[src/hdl/tccf_pkg.sv]
// ----------------------------------------------------------------------------
// tccf_pkg
// shared widths, field offsets, register map and types of the coincidence finder
// ----------------------------------------------------------------------------
`default_nettype none

package tccf_pkg;

  localparam int TIME_BITS    = 32;
  localparam int CHANNEL_BITS = 6;
  localparam int ENERGY_BITS  = 15;
  localparam int FINE_BITS    = 5;
  localparam int COARSE_BITS  = 15;
  localparam int FRAME_BITS   = 16;
  localparam int WINDOW_BITS  = 10;
  localparam int DIFF_BITS    = 11;

  // input tdata layout, lowest bits first
  localparam int CH_LSB     = 0;
  localparam int TIME_LSB   = CH_LSB + CHANNEL_BITS;
  localparam int ENERGY_LSB = TIME_LSB + TIME_BITS;
  localparam int FINE_LSB   = ENERGY_LSB + ENERGY_BITS;
  localparam int ECM_LSB    = FINE_LSB + FINE_BITS;
  localparam int ECS_LSB    = ECM_LSB + COARSE_BITS;
  localparam int TCM_LSB    = ECS_LSB + COARSE_BITS;
  localparam int TCS_LSB    = TCM_LSB + COARSE_BITS;
  localparam int FRAME_LSB  = TCS_LSB + COARSE_BITS;
  localparam int HIT_BITS   = FRAME_LSB + FRAME_BITS;
  localparam int IN_TDATA_W = ((HIT_BITS + 7) / 8) * 8;

  localparam int RES_BITS    = DIFF_BITS + FRAME_BITS;
  localparam int OUT_TDATA_W = ((RES_BITS + 7) / 8) * 8;

  localparam int ADDR_BITS = 5;
  localparam int DATA_BITS = 32;

  typedef enum logic [2:0] {
    REG_FIRST_CHANNEL  = 3'd0,
    REG_SECOND_CHANNEL = 3'd1,
    REG_TIME_WINDOW    = 3'd2,
    REG_FIRST_E_LOW    = 3'd3,
    REG_FIRST_E_HIGH   = 3'd4,
    REG_SECOND_E_LOW   = 3'd5,
    REG_SECOND_E_HIGH  = 3'd6,
    REG_UNUSED         = 3'd7
  } reg_idx_t;

  typedef struct packed {
    logic [CHANNEL_BITS-1:0] channel;
    logic [TIME_BITS-1:0]    hit_time;
    logic [ENERGY_BITS-1:0]  energy;
    logic [FINE_BITS-1:0]    fine;
    logic [COARSE_BITS-1:0]  ecm;
    logic [COARSE_BITS-1:0]  ecs;
    logic [COARSE_BITS-1:0]  tcm;
    logic [COARSE_BITS-1:0]  tcs;
    logic [FRAME_BITS-1:0]   frame;
    logic                    error;
  } hit_t;

  typedef struct packed {
    logic [DIFF_BITS-1:0]  diff;
    logic [FRAME_BITS-1:0] frame;
    logic                  last;
  } res_t;

endpackage

`default_nettype wire

[src/hdl/two_channel_coincidence_finder_top.sv]
// ----------------------------------------------------------------------------
// two_channel_coincidence_finder_top
// Filters detector hits, keeps the last accepted hit of two configured
// channels and emits the time difference of every coincident pair.
// ----------------------------------------------------------------------------
// One hit is taken per clock cycle unless the input stalls. A hit passes an
// input register and is evaluated from it against the stored hits of both
// channels once the result side can take it; its results land in a result
// register. A hit that pairs on both sides (both channel registers equal)
// yields two results and fills the result register and its spare slot, so
// evaluation then pauses while the spare result moves up. Backpressure on the
// result side stops evaluation; the input register still takes one more hit.
`default_nettype none

module two_channel_coincidence_finder_top (
  input  wire logic                              clk,
  input  wire logic                              rst_n,
  // channel, time, energy, fine, ecm, ecs, tcm, tcs, frame, zero pad
  input  wire logic [tccf_pkg::IN_TDATA_W-1:0]   in_tdata,
  // error flag
  input  wire logic                              in_tuser,
  input  wire logic                              in_tvalid,
  output logic                                   in_tready,
  // time difference, pair frame, zero pad
  output logic [tccf_pkg::OUT_TDATA_W-1:0]       out_tdata,
  output logic                                   out_tlast,
  output logic                                   out_tvalid,
  input  wire logic                              out_tready,
  input  wire logic                              psel,
  input  wire logic                              penable,
  input  wire logic                              pwrite,
  input  wire logic [tccf_pkg::ADDR_BITS-1:0]    paddr,
  input  wire logic [tccf_pkg::DATA_BITS-1:0]    pwdata,
  output logic [tccf_pkg::DATA_BITS-1:0]         prdata,
  output logic                                   pready
);

  import tccf_pkg::*;

  // configuration registers
  logic [CHANNEL_BITS-1:0] first_ch_r, second_ch_r;
  logic [WINDOW_BITS-1:0]  win_r;
  logic [ENERGY_BITS-1:0]  fel_r, feh_r, sel_r, seh_r;
  reg_idx_t                cfg_idx;
  logic                    cfg_wr;

  // input register
  logic s1_v_r;
  hit_t s1_r;

  // channel state
  logic [TIME_BITS-1:0]  first_time_r, second_time_r;
  logic [FRAME_BITS-1:0] first_frame_r, second_frame_r;
  logic                  first_seen_r, second_seen_r;

  // result register and spare slot
  logic out_v_r, spare_v_r;
  res_t out_r, spare_r;

  logic                  out_fire, proc;
  logic                  hit_ok, hit1, hit2, pair1, pair2;
  logic                  ecoarse_ok, tcoarse_ok;
  logic                  first_seen_u;
  logic [FRAME_BITS-1:0] first_frame_u;
  logic [TIME_BITS-1:0]  first_time_u;
  logic [TIME_BITS-1:0]  d1, d2, mag1, mag2;
  res_t                  res1, res2, r0, r1;

  assign pready  = 1'b1;
  assign cfg_idx = reg_idx_t'(paddr[4:2]);
  assign cfg_wr  = psel && penable && pwrite && pready;

  always_comb begin
    unique case (cfg_idx)
      REG_FIRST_CHANNEL:  prdata = {{(DATA_BITS-CHANNEL_BITS){1'b0}}, first_ch_r};
      REG_SECOND_CHANNEL: prdata = {{(DATA_BITS-CHANNEL_BITS){1'b0}}, second_ch_r};
      REG_TIME_WINDOW:    prdata = {{(DATA_BITS-WINDOW_BITS){1'b0}}, win_r};
      REG_FIRST_E_LOW:    prdata = {{(DATA_BITS-ENERGY_BITS){1'b0}}, fel_r};
      REG_FIRST_E_HIGH:   prdata = {{(DATA_BITS-ENERGY_BITS){1'b0}}, feh_r};
      REG_SECOND_E_LOW:   prdata = {{(DATA_BITS-ENERGY_BITS){1'b0}}, sel_r};
      REG_SECOND_E_HIGH:  prdata = {{(DATA_BITS-ENERGY_BITS){1'b0}}, seh_r};
      default:            prdata = '0;
    endcase
  end

  always_ff @(posedge clk) begin
    if (!rst_n) begin
      first_ch_r  <= CHANNEL_BITS'(0);
      second_ch_r <= CHANNEL_BITS'(1);
      win_r       <= WINDOW_BITS'(70);
      fel_r       <= ENERGY_BITS'(130);
      feh_r       <= ENERGY_BITS'(170);
      sel_r       <= ENERGY_BITS'(130);
      seh_r       <= ENERGY_BITS'(170);
    end else if (cfg_wr) begin
      unique case (cfg_idx)
        REG_FIRST_CHANNEL:  first_ch_r  <= pwdata[CHANNEL_BITS-1:0];
        REG_SECOND_CHANNEL: second_ch_r <= pwdata[CHANNEL_BITS-1:0];
        REG_TIME_WINDOW:    win_r       <= pwdata[WINDOW_BITS-1:0];
        REG_FIRST_E_LOW:    fel_r       <= pwdata[ENERGY_BITS-1:0];
        REG_FIRST_E_HIGH:   feh_r       <= pwdata[ENERGY_BITS-1:0];
        REG_SECOND_E_LOW:   sel_r       <= pwdata[ENERGY_BITS-1:0];
        REG_SECOND_E_HIGH:  seh_r       <= pwdata[ENERGY_BITS-1:0];
        default: ;
      endcase
    end
  end

  // handshake control
  assign out_fire  = out_v_r && out_tready;
  assign proc      = s1_v_r && !spare_v_r && (!out_v_r || out_fire);
  assign in_tready = !s1_v_r || proc;

  // hit screening
  assign ecoarse_ok = (s1_r.ecm == s1_r.ecs) ||
                      ({1'b0, s1_r.ecm} == ({1'b0, s1_r.ecs} + 1'b1));
  assign tcoarse_ok = (s1_r.tcm == s1_r.tcs) ||
                      ({1'b0, s1_r.tcm} == ({1'b0, s1_r.tcs} + 1'b1));
  assign hit_ok = (s1_r.hit_time != '0) && (s1_r.hit_time != '1) &&
                  ecoarse_ok && tcoarse_ok && !s1_r.error &&
                  (s1_r.energy != '0) && (s1_r.fine != '0);
  assign hit1 = hit_ok && (s1_r.channel == first_ch_r) &&
                (s1_r.energy > fel_r) && (s1_r.energy < feh_r);
  assign hit2 = hit_ok && (s1_r.channel == second_ch_r) &&
                (s1_r.energy > sel_r) && (s1_r.energy < seh_r);

  // first side pairs with the stored second hit
  assign d1    = s1_r.hit_time - second_time_r;
  assign mag1  = d1[TIME_BITS-1] ? (~d1 + 1'b1) : d1;
  assign pair1 = hit1 && second_seen_r && (s1_r.frame == second_frame_r) &&
                 (mag1 < {{(TIME_BITS-WINDOW_BITS){1'b0}}, win_r});

  // second side sees the first side already updated
  assign first_seen_u  = first_seen_r || hit1;
  assign first_frame_u = hit1 ? s1_r.frame : first_frame_r;
  assign first_time_u  = hit1 ? s1_r.hit_time : first_time_r;
  assign d2    = first_time_u - s1_r.hit_time;
  assign mag2  = d2[TIME_BITS-1] ? (~d2 + 1'b1) : d2;
  assign pair2 = hit2 && first_seen_u && (s1_r.frame == first_frame_u) &&
                 (mag2 < {{(TIME_BITS-WINDOW_BITS){1'b0}}, win_r});

  always_comb begin
    res1 = '{diff: d1[DIFF_BITS-1:0], frame: s1_r.frame, last: !pair2};
    res2 = '{diff: d2[DIFF_BITS-1:0], frame: s1_r.frame, last: 1'b1};
    r0   = pair1 ? res1 : res2;
    r1   = res2;
  end

  always_ff @(posedge clk) begin
    if (!rst_n) begin
      s1_v_r         <= 1'b0;
      out_v_r        <= 1'b0;
      spare_v_r      <= 1'b0;
      first_seen_r   <= 1'b0;
      second_seen_r  <= 1'b0;
      first_time_r   <= '0;
      second_time_r  <= '0;
      first_frame_r  <= '0;
      second_frame_r <= '0;
    end else begin
      if (in_tvalid && in_tready) begin
        s1_v_r <= 1'b1;
      end else if (proc) begin
        s1_v_r <= 1'b0;
      end
      if (proc) begin
        if (hit1) begin
          first_time_r  <= s1_r.hit_time;
          first_frame_r <= s1_r.frame;
          first_seen_r  <= 1'b1;
        end
        if (hit2) begin
          second_time_r  <= s1_r.hit_time;
          second_frame_r <= s1_r.frame;
          second_seen_r  <= 1'b1;
        end
        out_v_r   <= pair1 || pair2;
        spare_v_r <= pair1 && pair2;
      end else if (out_fire) begin
        out_v_r   <= spare_v_r;
        spare_v_r <= 1'b0;
      end
    end
  end

  // payload registers
  always_ff @(posedge clk) begin
    if (in_tvalid && in_tready) begin
      s1_r.channel  <= in_tdata[CH_LSB +: CHANNEL_BITS];
      s1_r.hit_time <= in_tdata[TIME_LSB +: TIME_BITS];
      s1_r.energy   <= in_tdata[ENERGY_LSB +: ENERGY_BITS];
      s1_r.fine     <= in_tdata[FINE_LSB +: FINE_BITS];
      s1_r.ecm      <= in_tdata[ECM_LSB +: COARSE_BITS];
      s1_r.ecs      <= in_tdata[ECS_LSB +: COARSE_BITS];
      s1_r.tcm      <= in_tdata[TCM_LSB +: COARSE_BITS];
      s1_r.tcs      <= in_tdata[TCS_LSB +: COARSE_BITS];
      s1_r.frame    <= in_tdata[FRAME_LSB +: FRAME_BITS];
      s1_r.error    <= in_tuser;
    end
    if (proc) begin
      out_r   <= r0;
      spare_r <= r1;
    end else if (out_fire) begin
      out_r <= spare_r;
    end
  end

  assign out_tvalid = out_v_r;
  assign out_tlast  = out_r.last;
  assign out_tdata  = {{(OUT_TDATA_W-RES_BITS){1'b0}}, out_r.frame, out_r.diff};

  // spare slot only ever backs a full result register
  a_spare_behind_out: assert property (@(posedge clk) disable iff (!rst_n)
    spare_v_r |-> out_v_r)
    else $error("spare result without result register");

  // a double pairing leaves a non-final result followed by a final one
  a_double_pair: assert property (@(posedge clk) disable iff (!rst_n)
    proc && pair1 && pair2 |=> out_tvalid && !out_tlast && spare_v_r && spare_r.last)
    else $error("double pairing ordered wrongly");

  // a paired difference never reaches the most negative code
  a_diff_range: assert property (@(posedge clk) disable iff (!rst_n)
    out_tvalid |-> out_r.diff != {1'b1, {(DIFF_BITS-1){1'b0}}})
    else $error("time difference out of window range");

  // input stalls only while a hit waits in the input register
  a_stall_cause: assert property (@(posedge clk) disable iff (!rst_n)
    !in_tready |-> s1_v_r && !proc)
    else $error("input stalled without a pending hit");

endmodule

`default_nettype wire

[config.mk]
export PLATFORM = sky130hd
export DESIGN_NAME = two_channel_coincidence_finder_top
export DESIGN_NICKNAME = d
export VERILOG_FILES = /design/src/hdl/tccf_pkg.sv /design/src/hdl/two_channel_coincidence_finder_top.sv
export SDC_FILE = /design/constraint.sdc
export NUM_CORES = 1
export LEC_CHECK = 0
export BUFFER_PORTS_ARGS = -buffer_cell sky130_fd_sc_hd__buf_2
export CAP_MARGIN = 20
export CORE_MARGIN = 2
export CORE_UTILIZATION = 31
export CTS_CLUSTER_SIZE = 20
export DETAILED_ROUTE_END_ITERATION = 8
export SETUP_SLACK_MARGIN = 0.02
export SLEW_MARGIN = 20
export SYNTH_ARGS = -nofsm -noshare
export SYNTH_HDL_FRONTEND = slang
export SYNTH_SLANG_ARGS = --single-unit
[constraint.sdc]
create_clock -name clk -period 10.26 [get_ports clk]
set_input_delay 2.052 -clock clk [delete_from_list [all_inputs] [get_ports clk]]
set_output_delay 2.052 -clock clk [all_outputs]
set_load 0.02 [all_outputs]
## Word level (Yosys, flattened, before mapping)

Cells that the tools add are included.
W data, S select, Z words.

- Add/subtract/negate cells: 6
- Magnitude comparators: 6
- Eq/ne operators: 15
- Mux-type cells: 14
- Bitwise logic cells: 2
- Reduce and logical (&&, ||, !) cells: 51

Operators with widths:

| cell | number |
|---|---|
| $pmux W15 S7 | 1 |
| $mux W32 | 3 |
| $mux W28 | 3 |
| $add A32 B1 Y32 const B | 2 |
| $lt A32 B10 Y1 | 2 |
| $not A32 Y32 | 2 |
| $sub A32 B32 Y32 | 2 |
| $add A15 B1 Y16 const B | 2 |
| $eq A15 B16 Y1 | 2 |
| $eq A16 B16 Y1 | 2 |
| $ne A32 B32 Y1 const B | 1 |
| $reduce_bool A32 Y1 | 1 |
| $eq A15 B15 Y1 | 2 |
| $gt A15 B15 Y1 | 2 |
| $lt A15 B15 Y1 | 2 |
| $logic_and A1 B1 Y1 | 25 |
| $reduce_and A2 Y1 | 9 |
| $mux W16 | 1 |
| $reduce_bool A15 Y1 | 1 |
| $eq A6 B6 Y1 | 2 |
| $eq A3 B3 Y1 const B | 3 |
| $eq A3 B2 Y1 const B | 2 |
| $logic_or A1 B1 Y1 | 6 |
| $mux W1 | 6 |
| 5 further kinds | 10 |

- Register bits after elaboration: 373
- Output and inout port bits: 68
- Word-level logic and storage cells: 125

## Longest topological paths before layout

Gate-level depths: netlist of the first run.

- Depth after elaboration: 21
- Depth in mapped cells: 37

## Worst setup path after synthesis of the first run

Ideal clock, no wire load.

- Path type: flip-flop to flip-flop
- From: register s1_r[91] (netlist bit)
- To: register out_r, in the netlist out_tlast (data pin)
- Arrival time: 7.473 ns
- Data required time: 9.983 ns
- Setup slack: 2.510 ns
- Cell stages (with the launch flop): 35
- Path buffers: 4
- Period minus slack after synthesis: 7.750 ns
- Cells stage by stage: edfxtp_1 > ha_1 > a21o_1 > a211o_1 > a211oi_1 > o21ai_0 > nor4b_1 > or3_1 > or3_1 > clkbuf_1 > clkbuf_1 > mux2_2 > ha_1 > buf_6 > and2_4 > or4_4 > o21ai_4 > o21ai_1 > a211oi_1 > o21ai_0 > xor2_1 > buf_2 > nand2_1 > o21ai_0 > ha_1 > a21oi_1 > nor2b_1 > o21ai_0 > a21oi_1 > o21a_1 > o2111ai_1 > o2111a_1 > o2111ai_1 > a2111oi_0 > or4b_4

- Longest elaborated chain between the ends: 16
- Elaborated cells on any way between the ends: 31
- Classes of those cells: add/sub (2); order compare (5); eq/ne (1); mux (5); bitwise (1); reduce/logical (17)

Ends and longest elaborated chain:

| element | line | RTL |
|---|---|---|
| from (decl) | two_channel_coincidence_finder_top.sv:49 | `hit_t s1_r;` |
| parallel branches: the longest is 5 deep, another holds $gt A15 B15 Y1 | - |  |
| $logic_and A1 B1 Y1 (*) | two_channel_coincidence_finder_top.sv:123 | `(s1_r.energy > fel_r) && (s1_r.energy < feh_r);` |
| $mux W32 (*) | - |  |
| via first_time_u[4] | two_channel_coincidence_finder_top.sv:65 | `logic [TIME_BITS-1:0] first_time_u;` |
| $sub A32 B32 Y32 (*) | two_channel_coincidence_finder_top.sv:137 | `assign d2 = first_time_u - s1_r.hit_time;` |
| $not A32 Y32 | two_channel_coincidence_finder_top.sv:138 | `assign mag2 = d2[TIME_BITS-1] ? (~d2 + 1'b1) : d2;` |
| $add A32 B1 Y32 | two_channel_coincidence_finder_top.sv:138 |  |
| $mux W32 (*) | two_channel_coincidence_finder_top.sv:138 |  |
| $lt A32 B10 Y1 (*) | two_channel_coincidence_finder_top.sv:140 | `(mag2 < {{(TIME_BITS-WINDOW_BITS){1'b0}}, win_r});` |
| $logic_and A1 B1 Y1 (*) | two_channel_coincidence_finder_top.sv:139 | `assign pair2 = hit2 && first_seen_u && (s1_r.frame == first_frame_u) &&` |
| $logic_not A1 Y1 (*) | two_channel_coincidence_finder_top.sv:143 | `res1 = '{diff: d1[DIFF_BITS-1:0], frame: s1_r.frame, last: !pair2};` |
| $mux W28 (*) | two_channel_coincidence_finder_top.sv:145 | `r0 = pair1 ? res1 : res2;` |
| $mux W28 (*) | two_channel_coincidence_finder_top.sv:200 | `if (proc) begin` |
| to (signal assigned) | two_channel_coincidence_finder_top.sv:201 | `out_r <= r0;` |
| to (signal assigned) | two_channel_coincidence_finder_top.sv:204 | `out_r <= spare_r;` |
| to (decl) | two_channel_coincidence_finder_top.sv:58 | `res_t out_r, spare_r;` |

Mark *: on every way through the listed nets, which the timed path passes.
A chain may end at the register's enable or synchronous reset.

## Worst setup path after layout of the first run

Same ends and word-level chain as after synthesis.

==> results of run 1 <==
[worst max path at each step]
stage	slack, ns	endpoint	cells past startpoint
after floorplan	2.51	out_tlast$_SDFFCE_PN1P_	34
after global placement	0.86	out_tlast$_SDFFCE_PN1P_	32
after detailed placement	0.92	out_tlast$_SDFFCE_PN1P_	33
after CTS	0.86	out_tlast$_SDFFCE_PN1P_	33
after global routing	0.36	out_tlast$_SDFFCE_PN1P_	31
final	0.71	out_tlast$_SDFFCE_PN1P_	33
[state kept, by name, indices dropped and copies added (netlist names), 6 cells and up]
register and cells:
feh_r 15, fel_r 15, first_ch_r 6, first_frame_r 16
first_time_r 32, out_tdata 27, r1 16, s1_r 119
second_ch_r 6, second_frame_r 16, second_time_r 32, seh_r 15
sel_r 15, spare_r 27, win_r 10
[layer usage]
layer  wire length [um]  GRT usage (%)  part of all wire, %
met2              32350          28.34                   46
met4               1732          4.842                  2.5
met3               3941          3.149                  5.6
met5                 59              0                0.083
met1              32600          23.76                   46
[stage by stage]
| stage | cell area, um2 | power (mW) | hold WS, ns | setup slack [ns] |
|---|---|---|---|---|
| 4_1_cts | 27570 | 4.072 | 0.4651 | 0.8556 |
| 3_5_place_dp | 26020 | 2.381 | 0.4558 | 0.9150 |
| 2_1_floorplan | 24010 | 2.176 | 0.4375 | 2.510 |
| 5_1_grt | 27570 | 4.206 | 0.4859 | 0.3581 |
| 6_report | 27580 | 4.018 | 0.4629 | 0.7059 |
| 3_3_place_gp | 26020 | 2.378 | 0.4480 | 0.8647 |
[cell usage in the layout, fill, tap and decap left out, types with 44 or more instances in the layout]
| cell type | n |
|---|---|
| xnor2_1 | 103 |
| inv_1 | 164 |
| o21ai_0 | 95 |
| nor2b_1 | 52 |
| mux2i_1 | 90 |
| buf_2 | 203 |
| nor2_1 | 108 |
| nor3_1 | 44 |
| clkbuf_16 | 46 |
| edfxtp_1 | 190 |
| nand2_1 | 395 |
| ha_1 | 142 |
| xor2_1 | 50 |
| and2_1 | 46 |
| a21oi_1 | 117 |
| nand3_1 | 53 |
| nand4_1 | 62 |
| dfxtp_1 | 183 |
| a21boi_0 | 110 |
[kinds of logic (layout without fill, tap and decap cells)]
kind of cell / after synthesis / after routing / synth area share, %
simple gates: 917 / 917 / 18.72
compound gates: 610 / 610 / 17.98
flops: 373 / 373 / 39.16
buf+inv: 297 / 486 / 5.104
xor+xnor: 154 / 154 / 5.669
fa+ha+maj: 144 / 144 / 7.593
mux: 131 / 131 / 5.742
other cells: 2 / 26 / 0.03139
[power by group]
| part | internal, mW | switching [mW] | leakage, nW |
|---|---|---|---|
| sequential | 1.64 | 0.0693 | 3.31 |
| clock | 0.986 | 0.678 | 0.751 |
| combinational | 0.250 | 0.395 | 6.21 |
| total | 2.88 | 1.14 | 10.3 |
[worst max-delay path, delay by kind of cell, from the launching register on]
kind / cells / cell delay [ns]
AO/OA/AOI/OAI: 15 / 3.63
XOR/XNOR: 2 / 0.73
adder cells (fa/ha/maj): 3 / 0.99
buffers and inverters: 3 / 0.55
flip-flops: 1 / 0.48
multiplexers: 1 / 0.30
AND/OR/NAND/NOR: 9 / 2.56
[Yosys cell counts (34+ instances only)]
| master | count | area, um2 |
|---|---|---|
| xor2_1 | 50 | 437.9 |
| dfxtp_1 | 183 | 3664 |
| a21oi_1 | 117 | 585.6 |
| edfxtp_1 | 190 | 5705 |
| inv_1 | 164 | 615.6 |
| nor3_1 | 45 | 225.2 |
| nand2_1 | 395 | 1483 |
| o21ai_0 | 96 | 480.5 |
| nor4_1 | 37 | 231.5 |
| and2_1 | 47 | 294.0 |
| mux2_2 | 39 | 439.2 |
| mux2i_1 | 90 | 900.9 |
| nand4_1 | 62 | 387.9 |
| nor2_1 | 109 | 409.1 |
| nand3_1 | 54 | 270.3 |
| o211ai_1 | 34 | 255.2 |
| nor2b_1 | 52 | 325.3 |
| ha_1 | 142 | 1777 |
| a21boi_0 | 110 | 825.8 |
| xnor2_1 | 103 | 902.1 |
| clkbuf_1 | 91 | 341.6 |
[layout make-up]
class / instances / area (um2)
multi-input combinational: 1979 / 13450
clock buffer: 66 / 1296
inverter: 165 / 619.3
tap: 1030 / 1289
clock inverter: 16 / 249.0
timing repair buffer: 239 / 1299
antenna: 3 / 7.507
fill: 7838 / 48630
sequential: 373 / 9369
==> results.toml, run 1 <==
[drt]
vias_per_cell = 5.084
wl_per_cell_um = 18.26
via_count = 19680
drc = 0
antenna_left = 0
routed_wl_um = 70680
dr.pass1.iters = 6
drt-initial-drc-count = 1355

[finish]
post-route-util_pct = 36.19
final_nets = 3127
drive_above_1_share_pct = 13.74
syn_to_final_growth_pct = 15.25
final_cells = 3871

[worst_setup_path]
cp.arrival_ns = 9.88
endpoint_kind = "flop"
cp_max_fo = 34
required_ns = 10.59
r2r-end = "out_tlast$_SDFFCE_PN1P_"
critPathSlowestCell = "xor2_1"
cp_slowest_stage_delay_ns = 0.60
r2r-start = "s1_r[91]$_DFFE_PP_"
reg2reg_slack_ns = 0.71
cp-start-kind = "flop"
startpoint = "s1_r[91]$_DFFE_PP_"
rr_worst_depth = 33
worstSetupPathType = "flop to flop"

[global_routing]
grt_util_all_layers_pct = 17.48
grt_pass1_vias = 18620
overflow = 0
grt_start_max_net_pins = 93
antenna_found_initial = 12
grt_pass1_wl_um = 108500

[power]
cellPowerDensity_mw_per_mm2 = 145.7
p_leak_nw = 10.27
vdd_ir_drop_max_v = 0.0001279

[placement]
place_congestion = 0.9198
dp_hpwl_um = 53550
place_inst = 3786
portBuffers = 204

[worst_hold_path]
min-delay-start = "first_time_r[7]$_SDFFE_PN0P_"
timing.hold.worst.class = "flop to flop"
hold-path-cell-count = 2
hold-path-endpoint = "first_time_r[7]$_SDFFE_PN0P_"

[yosys]
synthDistinctLibCells = 102
seq_area_frac_synth_pct = 39.16
synthArstFlopShare_pct = 0
synth_area_mm2 = 0.02393
avgSynthCellArea_um2 = 9.105
synth_cells = 2628
ys_warn_count = 0
synthFlopType = "edfxtp_1"
synth-seq-cells = 373
synth-edff-count = 190

[floorplan]
dieArea_mm2 = 0.07942
io_pins = 249
die_w_um = 281.8
die_y_um = 281.8
core_area_mm2 = 0.07620
num_rows = 101
start_util_pct = 31.40

[sta]
hold_viol_final = 0
final.min_clock_period_ns = 9.554
relSlewSlack_pct = 24.94
rsz0062_at_grt = "false"
setup_viol = 0
skew_ns = 0.01854
fmax_mhz = 104.7
maxSlewViolCount = 0
worst_pin_slew_ns = 1.116
fin_crit_sh_pct = 93.12
tns_ns = 0

[clock_network]
insertion_delay_ns = 0.60
cts_buffer_depth = 3
cts_resized = 0
htreeDepth = 2
cts.sinks = 373
hold_buffers = 0
cts_buffers = 44
cts_tree = "yes"
clockRootBuffer = "clkbuf_16"
worst_setup_hold_path_clk_slew_ns = 0.06
cts_setup_buffers = 0

[outcome]
status = "complete, no violations"

[job]
drv_cap = 0
No activity file was read; power rests on OpenSTA's default activity.
==> inputs of run 2 (changes only) <==
Settings changed: CTS_BUF_LIST from default to sky130_fd_sc_hd__clkbuf_2, PLACE_DENSITY_LB_ADDON from default to 0.3.
==> run 2 against run 1 <==
  * Global-route usage increased by 0.48 points
  * Wire length rose by 2.6%
  * Critical path type unchanged
  * Setup slack better by 0.19 ns
  * Hold slack better by 0.0016 ns
  * Sequential share of layout area increased by 0.69 points
  * First-iteration DRC count shrank 3.6%
  * Clock power is 31% lower
  * Critical endpoint unchanged
  * Power shrank 13%
  * Sequential power about the same
==> results.toml, run 2 (same netlist as run 1, synthesis figures left out) <==
[outcome]
status = "complete, no violations"

[worst_setup_path]
cp_top_family = "compound AO/OA/AOI/OAI gates"
path_common_cell = "o2111ai_1"
worstSetupPathType = "flop to flop"
reg2reg_slack_ns = 0.90
r2r-start = "s1_r[128]$_DFFE_PP_"
critPathSlowestCell = "edfxtp_1"
r2r-end = "out_tlast$_SDFFCE_PN1P_"
cp-start-kind = "flop"
cp_num_buf_inv = 2
cp_slowest_stage_delay_ns = 0.63
rr_worst_depth = 29
required_ns = 11.16
cp_max_fo = 34
endpoint_kind = "flop"
cp.arrival_ns = 10.26

[floorplan]
start_util_pct = 31.40
io_pins = 249
die_w_um = 281.8
num_rows = 101
die_y_um = 281.8
dieArea_mm2 = 0.07942
core_area_mm2 = 0.07620

[sta]
relSlewSlack_pct = 30.19
hold_viol_final = 0
maxSlewViolCount = 0
skew_ns = 0.1146
setup_viol = 0
fin_ws_ns = 0.8999
worst_pin_slew_ns = 1.046
final.min_clock_period_ns = 9.360
tns_ns = 0
fin_crit_sh_pct = 91.23
fmax_mhz = 106.8
rsz0062_at_grt = "false"

[power]
p_leak_nw = 10.26
vdd_ir_drop_max_v = 0.00005998
cellPowerDensity_mw_per_mm2 = 129.8

[global_routing]
grt_start_max_net_pins = 94
grt_pass1_wl_um = 110800
grt_pass1_vias = 19160
overflow = 0
antenna_found_initial = 16
grt_util_all_layers_pct = 17.95

[drt]
dr.pass1.iters = 5
vias_per_cell = 5.086
wl_per_cell_um = 18.18
antenna_left = 0
drc = 0
routed_wl_um = 72540
drt-initial-drc-count = 1306
via_count = 20290

[worst_hold_path]
hold-path-cell-count = 2
min-delay-start = "first_time_r[3]$_SDFFE_PN0P_"
hold-path-endpoint = "first_time_r[3]$_SDFFE_PN0P_"
timing.hold.worst.class = "flop to flop"

[clock_network]
cts_tree = "yes"
cts_resized = 0
insertion_delay_ns = 1.21
hold_buffers = 0
worst_setup_hold_path_clk_slew_ns = 0.09
cts_buffers = 107
cts_setup_buffers = 0
cts_buffer_depth = 3
clockRootBuffer = "clkbuf_2"
cts.sinks = 373
htreeDepth = 3

[placement]
dpl_worst_slack_ns = 1.062
portBuffers = 204
dp_hpwl_um = 53790
place_congestion = 0.9290

[finish]
reg_top3 = "s1_r (119), first_time_r (32), second_time_r (32)"
regMostFlops = "s1_r"
layout_commonest_cell = "nand2_1"
final_cell_mix = "395 x nand2_1, 203 x buf_2, 190 x edfxtp_1"
syn_to_final_growth_pct = 12.97
final_nets = 3185
largest_reg_flops = 119
drive_above_1_share_pct = 16.68

[job]
drv_cap = 0
==> run 2: worst register-to-register path: cells and delay by family, from the launching register on <==
family	cells	cell delay, ns
compound gates	12	3.48
simple gates	10	2.70
xor+xnor	2	0.76
fa+ha+maj	2	0.71
flops	1	0.63
mux	1	0.44
buf+inv	2	0.39
==> run 2: layout make-up <==
type | instances | area (um2)
Multi-Input combinational cell | 1979 | 13450
Antenna cell | 10 | 25.02
Clock inverter | 41 | 231.5
Clock buffer | 157 | 785.8
Timing Repair Buffer | 234 | 1261
Inverter | 165 | 619.3
Sequential cell | 373 | 9369
Tap cell | 1030 | 1289
Fill cell | 8003 | 49170
==> run 2: metal layers <==
layer	GRT usage [%]	up-vias	wire (um)
met5	0	-	79
met1	24.24	9504	33420
met2	28.64	605	32960
li1	-	10040	-
met3	3.845	133	4284
met4	5.415	12	1791
==> run 2: how the worst max path moves through the flow <==
| stage | from | endpoint | slack (ns) | cells after the start |
|---|---|---|---|---|
| floorplan | s1_r[91]$_DFFE_PP_ | out_tlast$_SDFFCE_PN1P_ | 2.51 | 34 |
| global placement | s1_r[128]$_DFFE_PP_ | out_tlast$_SDFFCE_PN1P_ | 1.11 | 29 |
| finish | s1_r[128]$_DFFE_PP_ | out_tlast$_SDFFCE_PN1P_ | 0.90 | 29 |
| global route | s1_r[114]$_DFFE_PP_ | out_tlast$_SDFFCE_PN1P_ | 0.67 | 30 |
| CTS | s1_r[114]$_DFFE_PP_ | out_tlast$_SDFFCE_PN1P_ | 1.0 | 29 |
| detailed placement | s1_r[128]$_DFFE_PP_ | out_tlast$_SDFFCE_PN1P_ | 1.06 | 29 |
==> run 2: report_power, final <==
group	internal, mW	leakage (nW)	switching [mW]
combinational	0.248	6.18	0.398
sequential	1.64	3.31	0.0719
clock	0.449	0.762	0.703
total	2.33	10.3	1.17
==> run 2: through the flow <==
stage,utilization [%],cells,hold WS (ns),power (mW),instance area (um2)
after global placement,34.10,3781,0.4479,2.384,25980
after CTS,35.43,3979,0.4682,3.571,27000
final,35.47,3989,0.4644,3.508,27030
after global routing,35.46,3985,0.4909,3.737,27020
after floorplan,-,2649,0.4375,2.176,24010
after detailed placement,34.10,3781,0.4545,2.387,25980
==> inputs of run 3 (changes only) <==
==> constraint.sdc (replaced) <==
create_clock -name clk -period 10.36 [get_ports clk]
set_input_delay 2.072 -clock clk [delete_from_list [all_inputs] [get_ports clk]]
set_output_delay 2.072 -clock clk [all_outputs]
set_load 0.05 [all_outputs]
==> run 3 against run 2 <==
  * Wire length increased by 0.24%
  * Critical path depth increased by 1
  * Final cell count decreased by 0.50%
  * Power increased by 1.9%
  * Via count decreased by 0.95%
  * Critical path type unchanged
  * Highest routed layer unchanged
==> results.toml, run 3 (same netlist as run 1, synthesis figures left out) <==
[worst_setup_path]
worstSetupPathType = "flop to flop"
cp_max_fo = 25
cp-start-kind = "flop"
endpoint_kind = "flop"
cp.arrival_ns = 10.02
cp_top_family = "compound AO/OA/AOI/OAI gates"
required_ns = 11.25
critPathSlowestCell = "nor4_1"
cp_num_buf_inv = 2
cp_slowest_stage_delay_ns = 0.65

[floorplan]
start_util_pct = 31.40
dieArea_mm2 = 0.07942
core_area_mm2 = 0.07620
num_rows = 101
io_pins = 249
die_w_um = 281.8
die_y_um = 281.8

[drt]
drt-initial-drc-count = 1291
vias_per_cell = 5.063
wl_per_cell_um = 18.32
antenna_left = 0
via_count = 20100
dr.pass1.iters = 6
routed_wl_um = 72710
drc = 0

[outcome]
status = "complete, no violations"

[sta]
tns_ns = 0
maxSlewViolCount = 0
relSlewSlack_pct = 29.30
setup_viol = 0
fin_ws_ns = 1.226
final.min_clock_period_ns = 9.134
worst_pin_slew_ns = 1.054
fin_crit_sh_pct = 88.17
skew_ns = 0.09775
hold_viol_final = 0
rsz0062_at_grt = "false"
fmax_mhz = 109.5

[worst_hold_path]
timing.hold.worst.class = "flop to flop"

[clock_network]
cts_setup_buffers = 0
clockRootBuffer = "clkbuf_2"
worst_setup_hold_path_clk_slew_ns = 0.10
insertion_delay_ns = 1.19
cts_buffer_depth = 3
htreeDepth = 3
cts_resized = 0
cts.sinks = 373
hold_buffers = 0
cts_tree = "yes"
cts_buffers = 105

[power]
vdd_ir_drop_max_v = 0.00007487
p_total_mw = 3.575
p_leak_nw = 10.22
cellPowerDensity_mw_per_mm2 = 132.5

[global_routing]
grt_start_max_net_pins = 96
overflow = 0
grt_pass1_wl_um = 111700
antenna_found_initial = 13
grt_pass1_vias = 19160
grt_util_all_layers_pct = 18.02

[finish]
seq_area_mm2 = 0.009369
final_nets = 3174
reg_top3 = "s1_r (119), first_time_r (32), second_time_r (32)"
fillers = 7989
largest_reg_flops = 119
fin_area_mm2 = 0.02698
layout_commonest_cell = "nand2_1"
final_cell_mix = "395 x nand2_1, 203 x buf_2, 190 x edfxtp_1"
multiInputGateArea_mm2 = 0.01344
drive_above_1_share_pct = 16.12
post-route-util_pct = 35.40
regMostFlops = "s1_r"
syn_to_final_growth_pct = 12.75

[placement]
dpl_worst_slack_ns = 1.269
place_congestion = 0.9071
placed_cell_area_mm2 = 0.02590
portBuffers = 204
dp_hpwl_um = 53700

[job]
drv_cap = 0
## run 3: power breakdown
part	switching [mW]	internal [mW]	total [mW]	leakage, nW
clock	0.707	0.511	1.22	0.775
sequential	0.0717	1.62	1.69	3.31
combinational	0.421	0.243	0.664	6.13
## run 3: stage by stage
step           cells  hold WS (ns)
3_5_place_dp    3772        0.4546
5_1_grt         3967        0.4817
6_report        3969        0.4656
4_1_cts         3965        0.4705
2_1_floorplan   2649        0.4375
3_3_place_gp    3772        0.4483
## run 3: path summary, 6_finish.rpt
path,start,end,slack [ns],cells past startpoint
max reg2reg,s1_r[113]$_DFFE_PP_,out_tlast$_SDFFCE_PN1P_,1.23,30
min,first_time_r[29]$_SDFFE_PN0P_,first_time_r[29]$_SDFFE_PN0P_,0.47,2
min reg2reg,first_time_r[29]$_SDFFE_PN0P_,first_time_r[29]$_SDFFE_PN0P_,0.47,2
max,s1_r[113]$_DFFE_PP_,out_tlast$_SDFFCE_PN1P_,1.23,30
## run 3: final cells by class
class | instances | share of cell area, %
Antenna cell | 4 | 0.03710
Clock buffer | 151 | 2.801
Clock inverter | 42 | 1.155
Inverter | 165 | 2.296
Multi-Input combinational cell | 1979 | 49.83
Sequential cell | 373 | 34.73
Tap cell | 1030 | 4.777
Timing Repair Buffer | 225 | 4.378
## run 3: worst min-delay path, stage by stage, from the launching register on
cell	delay [ns]
dfxtp_1	0.32
nand2_1	0.04
a21boi_0	0.06
## run 3: metal layers
metal  track usage [%]  vias up  wire length (um)
met3             3.613      135              4001
met4             5.237       14              1754
met5                 0        -                94
met1             24.14     9416             33640
li1                  -    10000                 -
met2             29.26      529             33220
